## src/design/decimal_line_to_dac_setpoint_core_defines.svh

```systemverilog
// Assertion macros shared by the decimal line to DAC setpoint design.
`ifndef DECIMAL_LINE_TO_DAC_SETPOINT_CORE_DEFINES_SVH
`define DECIMAL_LINE_TO_DAC_SETPOINT_CORE_DEFINES_SVH

// Plain property checked on every edge outside reset.
`define DLS_ASSERT(lbl, clk, rst_n, prop, msg) \
  lbl: assert property (@(posedge clk) disable iff (!rst_n) (prop)) else $error(msg);

// Next-cycle implication checked outside reset.
`define DLS_ASSERT_NEXT(lbl, clk, rst_n, ante, cons, msg) \
  lbl: assert property (@(posedge clk) disable iff (!rst_n) (ante) |=> (cons)) \
    else $error(msg);

`endif

```

## src/design/dls_pkg.sv

```systemverilog
// Types and constants for the decimal line to DAC setpoint design.
package dls_pkg;

  localparam logic [1:0] CMD_BYTE = 2'd0;
  localparam logic [1:0] CMD_TICK = 2'd1;
  localparam logic [1:0] CMD_LINK = 2'd2;

  localparam logic [1:0] KIND_SET  = 2'd0;
  localparam logic [1:0] KIND_CONN = 2'd1;
  localparam logic [1:0] KIND_DISC = 2'd2;

  localparam logic [7:0] CHAR_CR   = 8'd13;
  localparam logic [7:0] CHAR_ZERO = 8'd48;
  localparam logic [7:0] CHAR_NINE = 8'd57;

  localparam logic [8:0]  VALUE_SAT     = 9'd256;
  localparam logic [7:0]  VALUE_MAX     = 8'd255;
  localparam logic [15:0] TIMEOUT_RESET = 16'd3000;

  typedef struct packed {
    logic [1:0] command;
    logic [7:0] data_byte;
    logic       link_up;
  } in_item_t;

  typedef struct packed {
    logic [1:0]  event_kind;
    logic [11:0] dac_code;
    logic [7:0]  set_value;
  } out_item_t;

  typedef struct packed {
    logic      valid;
    out_item_t item;
  } step_res_t;

endpackage

```

## src/design/dls_scale.sv

```systemverilog
// Scales a 0..255 setpoint to a 12-bit code, value*4095/255.
module dls_scale (
  input  logic [7:0]  value,
  output logic [11:0] code
);

  // value*4095/255 = 16*value + floor(value/17); value/17 via 241/4096.
  localparam logic [15:0] RECIP_17 = 16'd241;

  logic [15:0] prod;

  assign prod = 16'(value) * RECIP_17;
  assign code = {value, 4'b0000} + 12'(prod[15:12]);

endmodule

```

## src/design/dls_ctrl.sv

```systemverilog
// Link state, idle timer, decimal line accumulator and result formation.
`include "decimal_line_to_dac_setpoint_core_defines.svh"

module dls_ctrl #(
  parameter int LINE_CAPACITY = 1023
) (
  input  logic                clk,
  input  logic                rst_n,
  input  logic                fire,
  input  dls_pkg::in_item_t   item,
  input  logic [15:0]         timeout,
  output dls_pkg::step_res_t  res
);

  localparam int CNT_W = $clog2(LINE_CAPACITY + 1);

  logic             conn_r, conn_nxt;
  logic [15:0]      idle_r, idle_nxt;
  logic [8:0]       acc_r, acc_nxt;
  logic [CNT_W-1:0] cnt_r, cnt_nxt;

  logic [16:0] tick_next;
  logic [11:0] acc_mul;
  logic [3:0]  digit;
  logic        is_digit;
  logic [7:0]  clamp_val;
  logic [7:0]  res_val;
  logic [1:0]  res_kind;
  logic        res_valid;
  logic [11:0] scaled;

  assign tick_next = 17'(idle_r) + 17'd1;
  assign digit     = 4'(item.data_byte - dls_pkg::CHAR_ZERO);
  assign is_digit  = (item.data_byte >= dls_pkg::CHAR_ZERO) &&
                     (item.data_byte <= dls_pkg::CHAR_NINE);
  assign acc_mul   = {acc_r, 3'b000} + {2'b00, acc_r, 1'b0} + 12'(digit);
  assign clamp_val = (acc_r > 9'(dls_pkg::VALUE_MAX)) ? dls_pkg::VALUE_MAX : acc_r[7:0];

  always_comb begin
    conn_nxt  = conn_r;
    idle_nxt  = idle_r;
    acc_nxt   = acc_r;
    cnt_nxt   = cnt_r;
    res_valid = 1'b0;
    res_kind  = dls_pkg::KIND_SET;
    res_val   = 8'd0;
    case (item.command)
      dls_pkg::CMD_BYTE: begin
        if (conn_r) begin
          idle_nxt = 16'd0;
          if (item.data_byte == dls_pkg::CHAR_CR) begin
            if (cnt_r != '0) begin
              res_valid = 1'b1;
              res_val   = clamp_val;
            end
            acc_nxt = 9'd0;
            cnt_nxt = '0;
          end else if (is_digit && (cnt_r < CNT_W'(LINE_CAPACITY))) begin
            acc_nxt = (acc_mul > 12'(dls_pkg::VALUE_SAT)) ? dls_pkg::VALUE_SAT : acc_mul[8:0];
            cnt_nxt = cnt_r + CNT_W'(1);
          end
        end
      end
      dls_pkg::CMD_TICK: begin
        if (conn_r) begin
          if (tick_next > 17'(timeout)) begin
            conn_nxt  = 1'b0;
            idle_nxt  = 16'd0;
            res_valid = 1'b1;
            res_kind  = dls_pkg::KIND_DISC;
          end else begin
            idle_nxt = tick_next[15:0];
          end
        end
      end
      dls_pkg::CMD_LINK: begin
        if (item.link_up && !conn_r) begin
          conn_nxt  = 1'b1;
          idle_nxt  = 16'd0;
          res_valid = 1'b1;
          res_kind  = dls_pkg::KIND_CONN;
        end else if (!item.link_up && conn_r) begin
          conn_nxt  = 1'b0;
          idle_nxt  = 16'd0;
          res_valid = 1'b1;
          res_kind  = dls_pkg::KIND_DISC;
        end
      end
      default: begin
      end
    endcase
  end

  dls_scale u_scale (
    .value (res_val),
    .code  (scaled)
  );

  assign res.valid           = res_valid;
  assign res.item.event_kind = res_kind;
  assign res.item.dac_code   = scaled;
  assign res.item.set_value  = res_val;

  always_ff @(posedge clk) begin
    if (!rst_n) begin
      conn_r <= 1'b0;
      idle_r <= 16'd0;
      acc_r  <= 9'd0;
      cnt_r  <= '0;
    end else if (fire) begin
      conn_r <= conn_nxt;
      idle_r <= idle_nxt;
      acc_r  <= acc_nxt;
      cnt_r  <= cnt_nxt;
    end
  end

  `DLS_ASSERT(a_acc_range, clk, rst_n, acc_r <= dls_pkg::VALUE_SAT, "accumulator above saturation")
  `DLS_ASSERT(a_cnt_range, clk, rst_n, cnt_r <= CNT_W'(LINE_CAPACITY), "digit count past capacity")
  `DLS_ASSERT_NEXT(a_conn_sets, clk, rst_n, fire && res.valid && (res.item.event_kind == dls_pkg::KIND_CONN), conn_r && (idle_r == 16'd0), "connect notice did not set link")
  `DLS_ASSERT_NEXT(a_disc_clears, clk, rst_n, fire && res.valid && (res.item.event_kind == dls_pkg::KIND_DISC), !conn_r && (idle_r == 16'd0), "disconnect did not clear link")

endmodule

```

## src/design/decimal_line_to_dac_setpoint_core.sv

```systemverilog
// Top level: input register, control logic and result register.
//
// Decimal line to DAC setpoint core. Each input item is a received byte, a
// millisecond tick or a link status report; at most one result item follows
// each. The block takes one item per clock unless a held result waits on
// out_ready; an accepted item is held in the input register, then the decode,
// accumulate and scale logic writes the result register. A stalled result
// register holds the input register, and the input register still takes a
// new item in the cycle its current item moves on. The idle timeout is to be
// written through cfg_data only while the block is idle; the block itself does
// not enforce this. cfg_ready is always high.
module decimal_line_to_dac_setpoint_core #(
  parameter int LINE_CAPACITY = 1023
) (
  input  logic               clk,
  input  logic               rst_n,
  input  logic               in_valid,
  output logic               in_ready,
  input  dls_pkg::in_item_t  in_data,
  output logic               out_valid,
  input  logic               out_ready,
  output dls_pkg::out_item_t out_data,
  input  logic               cfg_valid,
  output logic               cfg_ready,
  input  logic [15:0]        cfg_data
);

  logic               in_valid_r;
  dls_pkg::in_item_t  in_r;
  logic               out_valid_r;
  dls_pkg::out_item_t out_r;
  logic [15:0]        timeout_r;
  logic               proc_fire;
  dls_pkg::step_res_t res;

  assign proc_fire = in_valid_r && (!out_valid_r || out_ready);
  assign in_ready  = !in_valid_r || proc_fire;
  assign cfg_ready = 1'b1;
  assign out_valid = out_valid_r;
  assign out_data  = out_r;

  always_ff @(posedge clk) begin
    if (!rst_n) begin
      timeout_r <= dls_pkg::TIMEOUT_RESET;
    end else if (cfg_valid && cfg_ready) begin
      timeout_r <= cfg_data;
    end
  end

  always_ff @(posedge clk) begin
    if (!rst_n) begin
      in_valid_r <= 1'b0;
    end else if (in_ready) begin
      in_valid_r <= in_valid;
    end
  end

  always_ff @(posedge clk) begin
    if (in_valid && in_ready) begin
      in_r <= in_data;
    end
  end

  dls_ctrl #(
    .LINE_CAPACITY (LINE_CAPACITY)
  ) u_ctrl (
    .clk     (clk),
    .rst_n   (rst_n),
    .fire    (proc_fire),
    .item    (in_r),
    .timeout (timeout_r),
    .res     (res)
  );

  always_ff @(posedge clk) begin
    if (!rst_n) begin
      out_valid_r <= 1'b0;
    end else if (proc_fire) begin
      out_valid_r <= res.valid;
    end else if (out_ready) begin
      out_valid_r <= 1'b0;
    end
  end

  always_ff @(posedge clk) begin
    if (proc_fire) begin
      out_r <= res.item;
    end
  end

endmodule

```

## config.mk

```make
export PLATFORM = sky130hd
export DESIGN_NAME = decimal_line_to_dac_setpoint_core
export DESIGN_NICKNAME = d
export VERILOG_FILES = /design/src/design/dls_pkg.sv /design/src/design/dls_scale.sv /design/src/design/dls_ctrl.sv /design/src/design/decimal_line_to_dac_setpoint_core.sv
export VERILOG_INCLUDE_DIRS = /design/src /design/src/design
export SDC_FILE = /design/constraint.sdc
export NUM_CORES = 1
export LEC_CHECK = 0
export ABC_AREA = 1
export BUFFER_PORTS_ARGS = -buffer_cell sky130_fd_sc_hd__buf_2
export CORE_UTILIZATION = 40
export CTS_CLUSTER_SIZE = 24
export DETAILED_ROUTE_END_ITERATION = 7
export HOLD_SLACK_MARGIN = 0.08
export SYNTH_ARGS = -nofsm -noshare
export SYNTH_HDL_FRONTEND = slang
export SYNTH_SLANG_ARGS = --single-unit
```

## constraint.sdc

```tcl
create_clock -name clk -period 4.4 [get_ports clk]
set_input_delay 0 -clock clk [delete_from_list [all_inputs] [get_ports clk]]
set_output_delay 0 -clock clk [all_outputs]
set_load 0.01 [all_outputs]
```

==> results of run 1 <==
==> cells by family (layout without fill, tap and decap cells) <==
kind of cell | after synthesis | after routing | share of synthesized area (%)
simple gates | 262 | 262 | 21.0
buf+inv | 139 | 258 | 10.1
compound gates | 122 | 122 | 12.2
fa+ha+maj | 88 | 88 | 21.1
flops | 79 | 79 | 32.2
xor+xnor | 21 | 21 | 3.24
other cells | 1 | 1 | 0.0660
==> cells in the mapped netlist, drive strengths merged, types with 4 or more instances <==
master  instances
buf            12
nand3          34
xnor2           8
o21bai          6
edfxtp         25
dfxtp          54
nand3b          4
nand4          10
inv           118
nand2         136
xor2           13
nor3           12
o21ai          32
ha             75
a21oi          70
clkbuf          7
nor2           60
fa             13
==> worst paths after layout <==
| path | slack, ns | to |
|---|---|---|
| worst min-delay path | 0.36 | timeout_r[1] |
| worst min register to register | 0.47 | timeout_r[1] |
| worst max register to register | 0.23 | out_data[11] |
| worst max-delay path | 0.23 | out_data[11] |
==> area by class of cell <==
| class | instances | area [µm²] |
|---|---|---|
| fill | 1298 | 6730 |
| multi-input combinational | 494 | 3370 |
| clock buffer | 15 | 353 |
| clock inverter | 1 | 6.26 |
| tap | 180 | 225 |
| inverter | 120 | 452 |
| sequential | 79 | 1830 |
| timing repair buffer | 122 | 911 |
==> per-layer routing <==
metal  track usage [%]  vias up  part of all wire, %
li1                  -     2542                    -
met1              22.4     2252                   46
met2              33.8       92                   49
met3              3.95       21                  2.6
met4              7.02        0                  1.8
met5                 0        -                    0
==> worst max-delay path, stage by stage, from the launching register on <==
cell      delay, ns
edfxtp_1       0.37
or2_0          0.23
inv_1          0.07
nand4_1        0.11
a21oi_2        0.19
nand2_2        0.08
buf_4          0.17
nor2_4         0.10
nor2_1         0.06
nor2_1         0.13
ha_1           0.28
fa_1           0.48
fa_1           0.38
ha_1           0.29
ha_1           0.35
a21oi_1        0.17
o31ai_1        0.09
a21oi_1        0.20
nand2_1        0.07
nand2_1        0.05
nand2_1        0.04
==> flip-flops by register name, summed over array words and instances (netlist names) <==
register and flops:
out_valid 1, in_valid_r 1, u_ctrl.cnt_r 10, u_ctrl.acc_r 9, in_r 11, u_ctrl.idle_r 16, timeout_r 16, u_ctrl.conn_r 1
out_data 14
==> where the power goes <==
group	total, W	leakage [nW]	switching (W)	internal, W
sequential	0.000782	0.685	0.00000929	0.000773
combinational	0.000141	2.64	0.0000716	0.0000699
clock	0.000860	0.179	0.000308	0.000552
total	0.00178	3.50	0.000389	0.00139
==> what timing repair did <==
action,4_1_cts,5_1_grt
endpoints found under the hold margin,31,0
resized for setup,2,21
setup buffers,2,2
hold buffers,53,0
setup endpoints to repair,3,4
pin swaps,1,6
==> stage by stage <==
step | setup WS [ns] | total power, W
2_1_floorplan | 0.114 | 0.000862
3_3_place_gp | 0.0287 | 0.000894
3_5_place_dp | -0.0736 | 0.000898
4_1_cts | 0.0298 | 0.00180
5_1_grt | -0.0391 | 0.00185
6_report | 0.235 | 0.00178
==> flow_results.org, run 1 <==
** Global routing
- Vias in the first global route :: roughly 5.0k
- The first global-routing pass estimated approximately 22,000 µm of wire.
- Entering global routing, the biggest net connects 37 pins.
- Global route overflow :: 0
- Number of antenna violations at the first check in global routing :: 0
- Total routing resource utilization after global routing :: 19.0%

** Setup path
- Critical R2R Launch :: in_r[5]
- WS Path Type :: reg -> reg
- Worst Reg-to-Reg Cells :: 20
- Type of element capturing the critical path :: register
- The critical path starts at in_r[5].
- STA classifies the critical path startpoint as a register.
- Largest fanout of any net on the critical path :: 4
- Data on the critical path arrives at its endpoint at between 4 and 5 ns.
- At the worst endpoint, the required time is 4.50 ns.

** Worst hold path
- Instance count along the most critical hold path :: 3
- The startpoint identified for the worst hold timing path is cfg_valid.
- Path type of the worst min-delay path :: in -> reg

** Finish
- Once layout is done, the placed cells without fillers occupy 7150 µm².
- Fraction of final layout cells with drive strength greater than 1 :: between 10% and 20%
- At the end of the flow the core is filled with cells to 51.5%.
- Most frequent standard cell in the layout excluding fill and tap cells :: nand2_1
- The net count of the finished layout is ~950.
- Most frequent cells in the layout :: nand2_1, inv_1, ha_1
- Number of cells in the finished layout apart from fillers :: a little over 1k
- Area growth, synth to finish :: 25.9%
- Number of antenna diodes :: 0

** Drt
- DRT Wirelength :: 12,800 µm
- Detailed Routing Iterations Pass 1 :: 6
- In the final routed layout, each cell accounts on average for about 13 µm.
- The count of nets left with antenna violations once routing finished came out at 0.
- After detailed routing, the number of remaining DRC violations is 0.
- Iteration-0 DRC Markers :: around 180
- The routed layout has slightly below 5k vias.
- Via-per-instance ratio :: just under 5

** Timing
- Subtracting the final worst setup slack from the clock period gives around 4.2 ns.
- Headroom to the max-slew limit came out at ~55%.
- Of the available clock period, the critical path in the final layout requires 94.7%.
- Final Hold Violating Endpoints :: 0
- Count of pins over their slew limit :: 0
- Across all hold checks on the routed design, the worst slack comes to 0.361 ns.
- Worst clock skew on the final layout :: 0.0107 ns
- Based on the critical path, the design can be clocked at up to about 240 MHz.
- Adding up every negative setup slack in the final design gives 0 ns.
- Final setup fails :: 0
- Worst Tran Pin Value :: 0.672 ns
- Setup repair after global routing could not meet its margin everywhere.

** Clocking
- The clock drives between 70 and 80 sinks.
- Clock buffers created by TritonCTS :: 9
- In this run the number of H-tree levels came out at 3.
- After clock tree synthesis, the clock-pin slew on the worst setup and hold paths is approximately 0.070 ns.
- The tree is rooted in a clkbuf_16.
- Clock tree from TritonCTS :: done
- Buffer depth of the longest clock path :: 2
- Clk Latency, worst-skew pair :: between 0.3 and 0.4 ns

** Pwr
- Worst vdd ir :: ~0.00018 V
- Static leakage power :: between 3 and 4 nW
- Power per standard cell area :: 249 nW/µm²

** Placed design
- At the end of routability-driven placement, the weighted congestion stood at 0.856.
- Once detailed placement completed, the half-perimeter wirelength came to 9310 µm.
- Once placement completed, the tool counted placed cells totaling 938.
- Total placed instance area :: 6140 µm²
- I/O Buffers :: 55

** Yosys
- Count of synthesis-stage warnings from yosys :: 0
- The number of different library cells used by synthesis comes to 44.
- For this run, asynchronously set or reset flops after synthesis account for 0%.
- The average instance in the mapped netlist occupies approximately 8.0 µm².
- Syn Nets :: approximately 830
- Synth Register Bits :: 79
- The biggest area contributor in the post-synthesis netlist is dfxtp_1.
- Number of synthesized flops with an enable pin :: 25
- The top cell type by area accounts for a little under a fifth of the synthesized area.
- Among all flip-flop cells after synthesis, the most frequent one is dfxtp_1.
- Synthesis handed over a netlist of 712 instances.
- Sequential elements use 32.2% of the synthesized area.
- Sorting the synthesized cells by area gives the leading types as dfxtp_1, ha_1, edfxtp_1.
- Summing every instance area after synthesis gives approximately 5700 µm².

** Run status
- Outcome :: finished, final reports clean

** Die
- Top-Level Pins :: 57
- Standard cell core area :: 13,900 µm²
- The die is 121 µm tall.
- The floorplan step defined a die boundary enclosing roughly 15,000 µm².
- Initial Utilization :: 40.9%
- The die is around 120 µm wide.
- Cell row count :: 43

** Run
- Across the run, the number of max-cap violations was 0.
(Power assumes the default switching activity.)
==> run 2, diff against run 1 <==
Settings changed: CORE_UTILIZATION 40 to 54, GPL_TIMING_DRIVEN set to 0, PLACE_DENSITY set to 0.77.
==> flow_results.org, run 2 (synthesis results as in run 1) <==
** Timing
- The worst-case headroom to the max-slew limit was 52.4% (-2.8 points).
- Highest Clock Rate :: 224 MHz (-6.6%)
- The post-route worst hold slack was 0.167 ns (-0.193 ns).
- The final-report hold violation count was 0 (unchanged).
- RSZ-0062 raised after global routing :: true
- The actual transition at the worst max-transition pin is 0.715 ns (+0.0428 ns).
- Post-layout min period :: 4.46 ns (+0.296 ns)
- The setup slack after layout was -0.0613 ns (-0.296 ns).
- Final setup fails :: 3 (+3)
- Count of pins over their slew limit :: 0 (unchanged)
- The ratio of final minimum period to clock period came to 101% (+6.7 points).
- Worst clock skew on the final layout :: 0.00944 ns (-0.00125 ns)

** Placed design
- The final weighted congestion in routability-driven placement came to 0.885 (+3.4%).
- The post-detailed-placement cell area was 6130 µm² (-0.12%).
- I/O Buffers :: 55 (unchanged)
- The half-perimeter wire length after placement came to 9300 µm (-0.14%).

** Setup path
- The number of cells on the worst reg-to-reg path is 24 (+20%).
- FF-to-FF setup slack :: -0.06 ns (-0.30 ns)
- STA classifies the critical path endpoint as a register.
- WS Path Type :: reg -> reg
- Buf/Inv on CP :: 3 (+1)
- Counting stages on the worst path, the most repeated cell is nand2_2.
- Depth of the critical timing path with buffers and inverters included :: 24 (+20%)
- Arrival time reported for the critical path endpoint :: 4.58 ns (+0.32 ns)
- In this run the critical register-to-register path is launched from u_ctrl.cnt_r[6].
- Critical path launch point type :: register
- Critical-path cell list :: inv_2 -> nand4_1 -> nor3_4 -> a21oi_2 -> nand2_2 -> clkinv_4 -> o21ai_4 -> inv_2 -> nor2_1 -> nor2_1 -> ha_1 -> fa_1 -> fa_1 -> ha_4 -> ha_4 -> nand3_2 -> nor2_1 -> nand2_1 -> nand2_2 -> nand3_2 -> nand2_2 -> nand2_2 -> nand3_2 -> nand2_1
- The largest driver fanout on the critical path came to 5 (+1).
- In this run the critical register-to-register path is captured at out_data[10].
- Worst path max stage delay :: 0.58 ns (+0.10 ns)
- Top Family by Delay on Critical Path :: adder cells
- Worst EP required :: 4.52 ns (+0.02 ns)
- Highest-delay cell along the critical path :: fa_1

** Worst hold path
- Path type of the worst min-delay path :: in -> reg
- Hold wc startpoint :: cfg_valid
- The worst hold path terminates at timeout_r[12].
- The number of cells traversed by the worst hold path is 4 (+1).

** Clocking
- The H-tree level count is 3 (unchanged).
- # clock sinks :: 79 (unchanged)
- Buffer depth of the longest clock path :: 2 (unchanged)
- The clock input transition at the sequential cells of the worst setup and hold paths was 0.09 ns (+0.02 ns).
- Clk Latency, worst-skew pair :: 0.36 ns (about the same)
- The number of clock buffers inserted by TritonCTS came to 9 (unchanged).
- Clock tree from TritonCTS :: done
- Buffer cell driving the clock tree root :: clkbuf_8

** Global routing
- The pin count of the biggest net entering global routing was 16 (-57%).
- The first-pass GRT wire length came to 21,900 µm (-1.1%).
- The number of antenna violations at the first check in global routing came to 0 (unchanged).
- Vias in the first global route :: 5,000 (-0.020%)
- The global-route total usage across every layer is 24.4% (+5.4 points).
- The overall overflow remaining after global route came to 0 (unchanged).

** Finish
- The antenna diode count came to 0 (unchanged).
- The area growth from synthesis to layout is 25.4%.
- The area of all placed cells without fillers was 7130 µm² (-0.37%).
- Fraction of final layout cells with drive strength greater than 1 :: 23.0% (+5.6 points)
- Most frequent standard cell in the layout excluding fill and tap cells :: nand2_1
- In the layout the commonest cells are nand2_1, inv_1, ha_1.
- The number of nets in the layout was 953 (+0.74%).

** Drt
- The total wirelength of the detailed-routed design came to 13,300 µm (+4.2%).
- Post-route antenna net violation count :: 0 (unchanged)
- Via-per-instance ratio :: 5.26 (+8.4%)
- The number of design rule violations left after detail routing is 0 (unchanged).
- The average routed wire per standard cell was 13.7 µm (+8.2%).
- The number of violations reported at the end of detailed-routing iteration 0 came to 197 (+12%).
- The via count of the routed design was 5,123 (+4.4%).
- The number of search-and-repair iterations in the first detailed-routing pass was 4 (-2).

** Die
- The die extent in x was 105 µm (-14%).
- Top-Level Pins :: 57 (unchanged)
- Height of the chip :: 105 µm (-14%)
- The initial core utilization is 55.3% (+14 points).
- The core box area was 10,300 µm² (-26%).
- The number of rows created at floorplan was 37 (-14%).
- Die area :: 10,900 µm² (-26%)

** Run status
- Outcome :: complete, but fails checks
- Violations in the final reports :: negative setup slack

** Pwr
- Static leakage power :: 3.44 nW (-1.9%)
- The sum of internal, switching and leakage power came to 0.00145 W (-19%).
- Worst vdd ir :: 0.000185 V (+1.9%)
- The areal power density over the cells was 204 nW/µm² (-18%).

** Run
- Max-Cap Viols :: 0 (unchanged)
[run 2: layout make-up]
| type | instances | area, µm² |
|---|---|---|
| inverter | 120 | 457 |
| clock inverter | 5 | 57.6 |
| timing repair buffer | 110 | 788 |
| tap | 136 | 170 |
| multi-input combinational | 494 | 3560 |
| clock buffer | 11 | 131 |
| fill | 803 | 3150 |
| buffer | 19 | 123 |
| sequential | 79 | 1840 |
[run 2: timing repair]
item	CTS	global route
setup endpoints to repair	4	4
resized for setup	13	53
hold endpoints to repair	32	0
pin swaps	2	20
buffers inserted	2	18
hold buffers	35	0
[run 2: worst min-delay path: stages]
cell and delay (ns):
buf_2 0.15, inv_1 0.13, o21ai_0 0.16, a21oi_1 0.04
[run 2: power breakdown]
part | switching [W] | total, W | leakage (nW) | internal (W)
Combinational | 0.0000715 | 0.000133 | 2.65 | 0.0000616
Sequential | 0.00000991 | 0.000781 | 0.687 | 0.000771
Clock | 0.000275 | 0.000538 | 0.0938 | 0.000263
[run 2: per-layer routing]
| layer | global-route usage, % | routed length, µm | vias to the layer above |
|---|---|---|---|
| met2 | 45.3 | 6810 | 135 |
| met5 | 0 | 0 | - |
| li1 | - | - | 2558 |
| met4 | 5.84 | 357 | 0 |
| met1 | 29.3 | 5590 | 2393 |
| met3 | 3.93 | 544 | 37 |
[run 2: metrics by stage]
stage	util, %	instances	setup TNS [ns]	setup WS (ns)
after floorplan	-	712	0	0.114
after global placement	59.6	903	-1.58	-0.448
after detailed placement	59.6	903	-1.96	-0.552
after CTS	65.3	956	0	0.0253
after global routing	69.3	974	-0.727	-0.255
final	69.3	974	-0.160	-0.0613
[run 2: worst max-delay path by stage]
stage	startpoint	to	slack, ns
finish	u_ctrl.cnt_r[6]	out_data[10]	-0.06
global placement	u_ctrl.cnt_r[7]	out_data[9]	-0.45
detailed placement	u_ctrl.cnt_r[6]	out_data[9]	-0.55
CTS	u_ctrl.cnt_r[0]	out_data[9]	0.03
global route	u_ctrl.cnt_r[6]	out_data[10]	-0.25
floorplan	u_ctrl.cnt_r[7]	out_data[9]	0.11
==> run 3, diff against run 2 <==
Settings changed: CORE_UTILIZATION 54 to 61, MAX_ROUTING_LAYER set to met4, PLACE_DENSITY 0.77 to 0.82, SETUP_SLACK_MARGIN set to 0.02.
Clock period 4.4 ns to 5.5 ns, I/O delays scaled along.
==> flow_results.org, run 3 (synthesis results as in run 1) <==
** Die
- Initial Utilization :: 63.9% (+8.6 points)
- Cell row count :: 34 (-8.1%)
- Die boundary width :: 98.5 µm (-5.8%)
- The core box area was 8890 µm² (-13%).
- Die area :: 9710 µm² (-11%)
- The vertical die dimension is 98.5 µm (-5.8%).
- The count of boundary I/O pins came to 57 (unchanged).

** Drt
- The number of violations reported at the end of detailed-routing iteration 0 came to 194 (-1.5%).
- DR WL met3 :: 515 µm (-5.3%)
- Number of vias in the routed layout :: 5,051 (-1.4%)
- Drt drc :: 5 (+5)
- DRT Wirelength :: 12,700 µm (-4.7%)
- The routed length on met1 was 5390 µm (-3.7%).
- The final antenna-violating net count was 0 (unchanged).
- The average routed wire per standard cell is 13.7 µm (+0.23%).
- Detailed Routing Iterations Pass 1 :: 8 (+4)
- The ratio of routed vias to standard cells came to 5.45 (+3.7%).
- In this run the top signal layer used is met4.
- Met2 routed WL :: 6500 µm (-4.6%)

** Global routing
- The number of antenna violations at the first check in global routing is 0 (unchanged).
- The overall overflow remaining after global route came to 0 (unchanged).
- Vias in the first global route :: 5,175 (+3.5%)
- Pin count of the biggest net entering global routing :: 16 (unchanged)
- Wire length of the first global-routing pass :: 22,100 µm (+1.2%)
- The global-route total usage across every layer is 29.1% (+4.7 points).

** Placed design
- I/O Buffers :: 55 (unchanged)
- HPWL after DPL :: 9440 µm (+1.5%)
- The final weighted congestion in routability-driven placement was 0.890 (+0.53%).

** Pwr
- Seq pwr share :: 52.6% (-1.2 points)
- Static leakage power :: 3.37 nW (-1.9%)
- The cell internal power dissipation was 0.000882 W (-20%).
- Total power draw :: 0.00119 W (-18%)
- Clock group share of total power :: 38.4% (+1.3 points)
- Worst vdd ir :: 0.000185 V (-0.26%)
- Switching power as a share of total power :: 25.9% (+1.4 points)
- Power per standard cell area :: 179 nW/µm² (-12%)
- Combinational fraction of design power :: 9.0% (-0.2 points)
- The switching power total came to 0.000309 W (-13%).

** Run status
- Violations in the final reports :: design-rule violations
- Outcome :: complete, but fails checks

** Clocking
- Buffer depth of the longest clock path :: 2 (unchanged)
- TritonCTS built the clock tree.
- The number of buffers added for setup after CTS was 0 (-2).
- Clock buffers created by TritonCTS :: 9 (unchanged)
- Number of cells upsized or downsized after cts :: 0 (-13)
- The clock input transition at the sequential cells of the worst setup and hold paths is 0.09 ns (about the same).
- # clock sinks :: 79 (unchanged)
- Buffer cell driving the clock tree root :: clkbuf_8
- Clk Latency, worst-skew pair :: 0.36 ns (about the same)
- H-tree levels :: 3 (unchanged)

** Setup path
- The register-to-register setup slack came to 0.49 ns (+0.55 ns).
- The endpoint identified for the worst register-to-register timing path is out_data[9].
- The largest driver fanout on the critical path is 6 (+1).
- The worst setup path is launched from a register.
- Tracing the worst setup path back leads to its startpoint at u_ctrl.cnt_r[7].
- Worst EP required :: 5.63 ns (+1.11 ns)
- Following the worst setup path forward leads to its endpoint at out_data[9].
- The number of cells on the worst reg-to-reg path is 22 (-8.3%).
- Type of element capturing the critical path :: register
- Arrival time reported for the critical path endpoint :: 5.14 ns (+0.56 ns)
- In this run the critical register-to-register path is launched from u_ctrl.cnt_r[7].
- WS Path Type :: reg -> reg

** Timing
- The final setup skew was 0.0132 ns (+0.00375 ns).
- RSZ-0062 raised after global routing :: false
- Highest Clock Rate :: 199 MHz (-11%)
- The number of pins with negative max-slew slack in the final report is 0 (unchanged).
- Post-layout min period :: 5.01 ns (+0.553 ns)
- The post-route worst hold slack came to 0.208 ns (+0.0410 ns).
- The worst-case headroom to the max-slew limit was 17.2% (-35 points).
- The actual transition at the worst max-transition pin came to 1.23 ns (+0.514 ns).
- The ratio of final minimum period to clock period was 91.2% (-10 points).
- The total setup violations reported at the end of the flow came to 0 (-3).
- The final-report hold violation count was 0 (unchanged).
- Setup tns final :: 0 ns (+0.160 ns)

** Finish
- The share of post-route cells with drive strength above 1 was 14.9% (-8.1 points).
- # fillers :: 633 (-21%)
- Most frequent standard cell in the layout excluding fill and tap cells :: nand2_1
- Area growth, synth to finish :: 16.9%
- Most frequent cells in the layout :: nand2_1, inv_1, ha_1
- NumNets Final :: 933 (-2.1%)
- Util after Layout :: 74.7% (+5.4 points)
- The antenna diode count came to 0 (unchanged).

** Worst hold path
- The min-delay analysis places its worst path in the category in -> reg.

** Run
- The count of maximum capacitance violations is 0 (unchanged).
-- run 3: cell types whose count changed in the layout (fill, tap and decap cells not counted), moves of 8 or more --
cell     change
buf_4       -19
ha_1        +12
ha_4        -12
inv_1        +9
inv_2        -8
nand2_1      +8
nand2_2      -8
-- run 3: cell type report --
cell class              count  area [µm²]  area share (%)
plain buffers              19         123            1.85
clock buffers               9         124            1.86
clock inverters             7        77.6            1.17
inverters                 120         452            6.80
multi-input cells         494        3280            49.3
flip-flops and latches     79        1830            27.6
well taps                 108         135            2.03
repair buffers             90         626            9.41
-- run 3: per-stage QoR --
step	instance area (µm²)	std cells	setup WS, ns
after floorplan	5680	712	1.21
after global placement	6090	875	0.647
after detailed placement	6090	875	0.538
after CTS	6650	926	0.509
after global routing	6650	926	0.0323
final	6650	926	0.485
-- run 3: layer usage --
| metal | track usage (%) | vias to the layer above |
|---|---|---|
| met3 | 5.04 | 33 |
| met4 | 10.4 | 0 |
| met1 | 31.5 | 2364 |
| li1 | - | 2517 |
| met2 | 53.5 | 137 |
| met5 | - | - |
-- run 3: critical path, cell delays in order, from the launching register on --
cell and delay (ns):
dfxtp_1 0.36, inv_1 0.09, nand4_1 0.11, nor3_1 0.31, a21oi_1 0.17, nand2_1 0.22, inv_1 0.11, o21ai_0 0.47
inv_1 0.25, fa_1 0.57, inv_1 0.05, fa_1 0.49, inv_1 0.04, ha_1 0.28, ha_1 0.29, ha_1 0.33
a21o_1 0.18, nor2_1 0.12, nand2_1 0.09, nand2_1 0.08, nand2_1 0.05, nand2_1 0.05, nand2_1 0.04
-- run 3: power by group through the flow --
stage	sequential, W	clock [W]	combinational, W
floorplan	0.000639	0	0.0000510
global placement	0.000638	0	0.0000797
detailed placement	0.000639	0	0.0000843
CTS	0.000626	0.000461	0.000104
global route	0.000628	0.000485	0.000119
finish	0.000626	0.000457	0.000107
-- run 3: what timing repair did --
item                                    4_1_cts  5_1_grt
endpoints found under the setup margin        0        0
hold endpoints to repair                     32        0
hold buffers                                 35        0
-- run 3: worst min-delay path by stage --
stage                     from       endpoint  slack (ns)  cells after the start
floorplan           in_data[0]        in_r[0]         0.1                      0
global placement    in_data[3]        in_r[3]        0.18                      1
detailed placement  in_data[2]        in_r[2]        0.18                      1
CTS                  cfg_valid  timeout_r[12]        0.16                      4
global route         cfg_valid  timeout_r[14]        0.24                      4
finish               cfg_valid  timeout_r[13]        0.21                      4
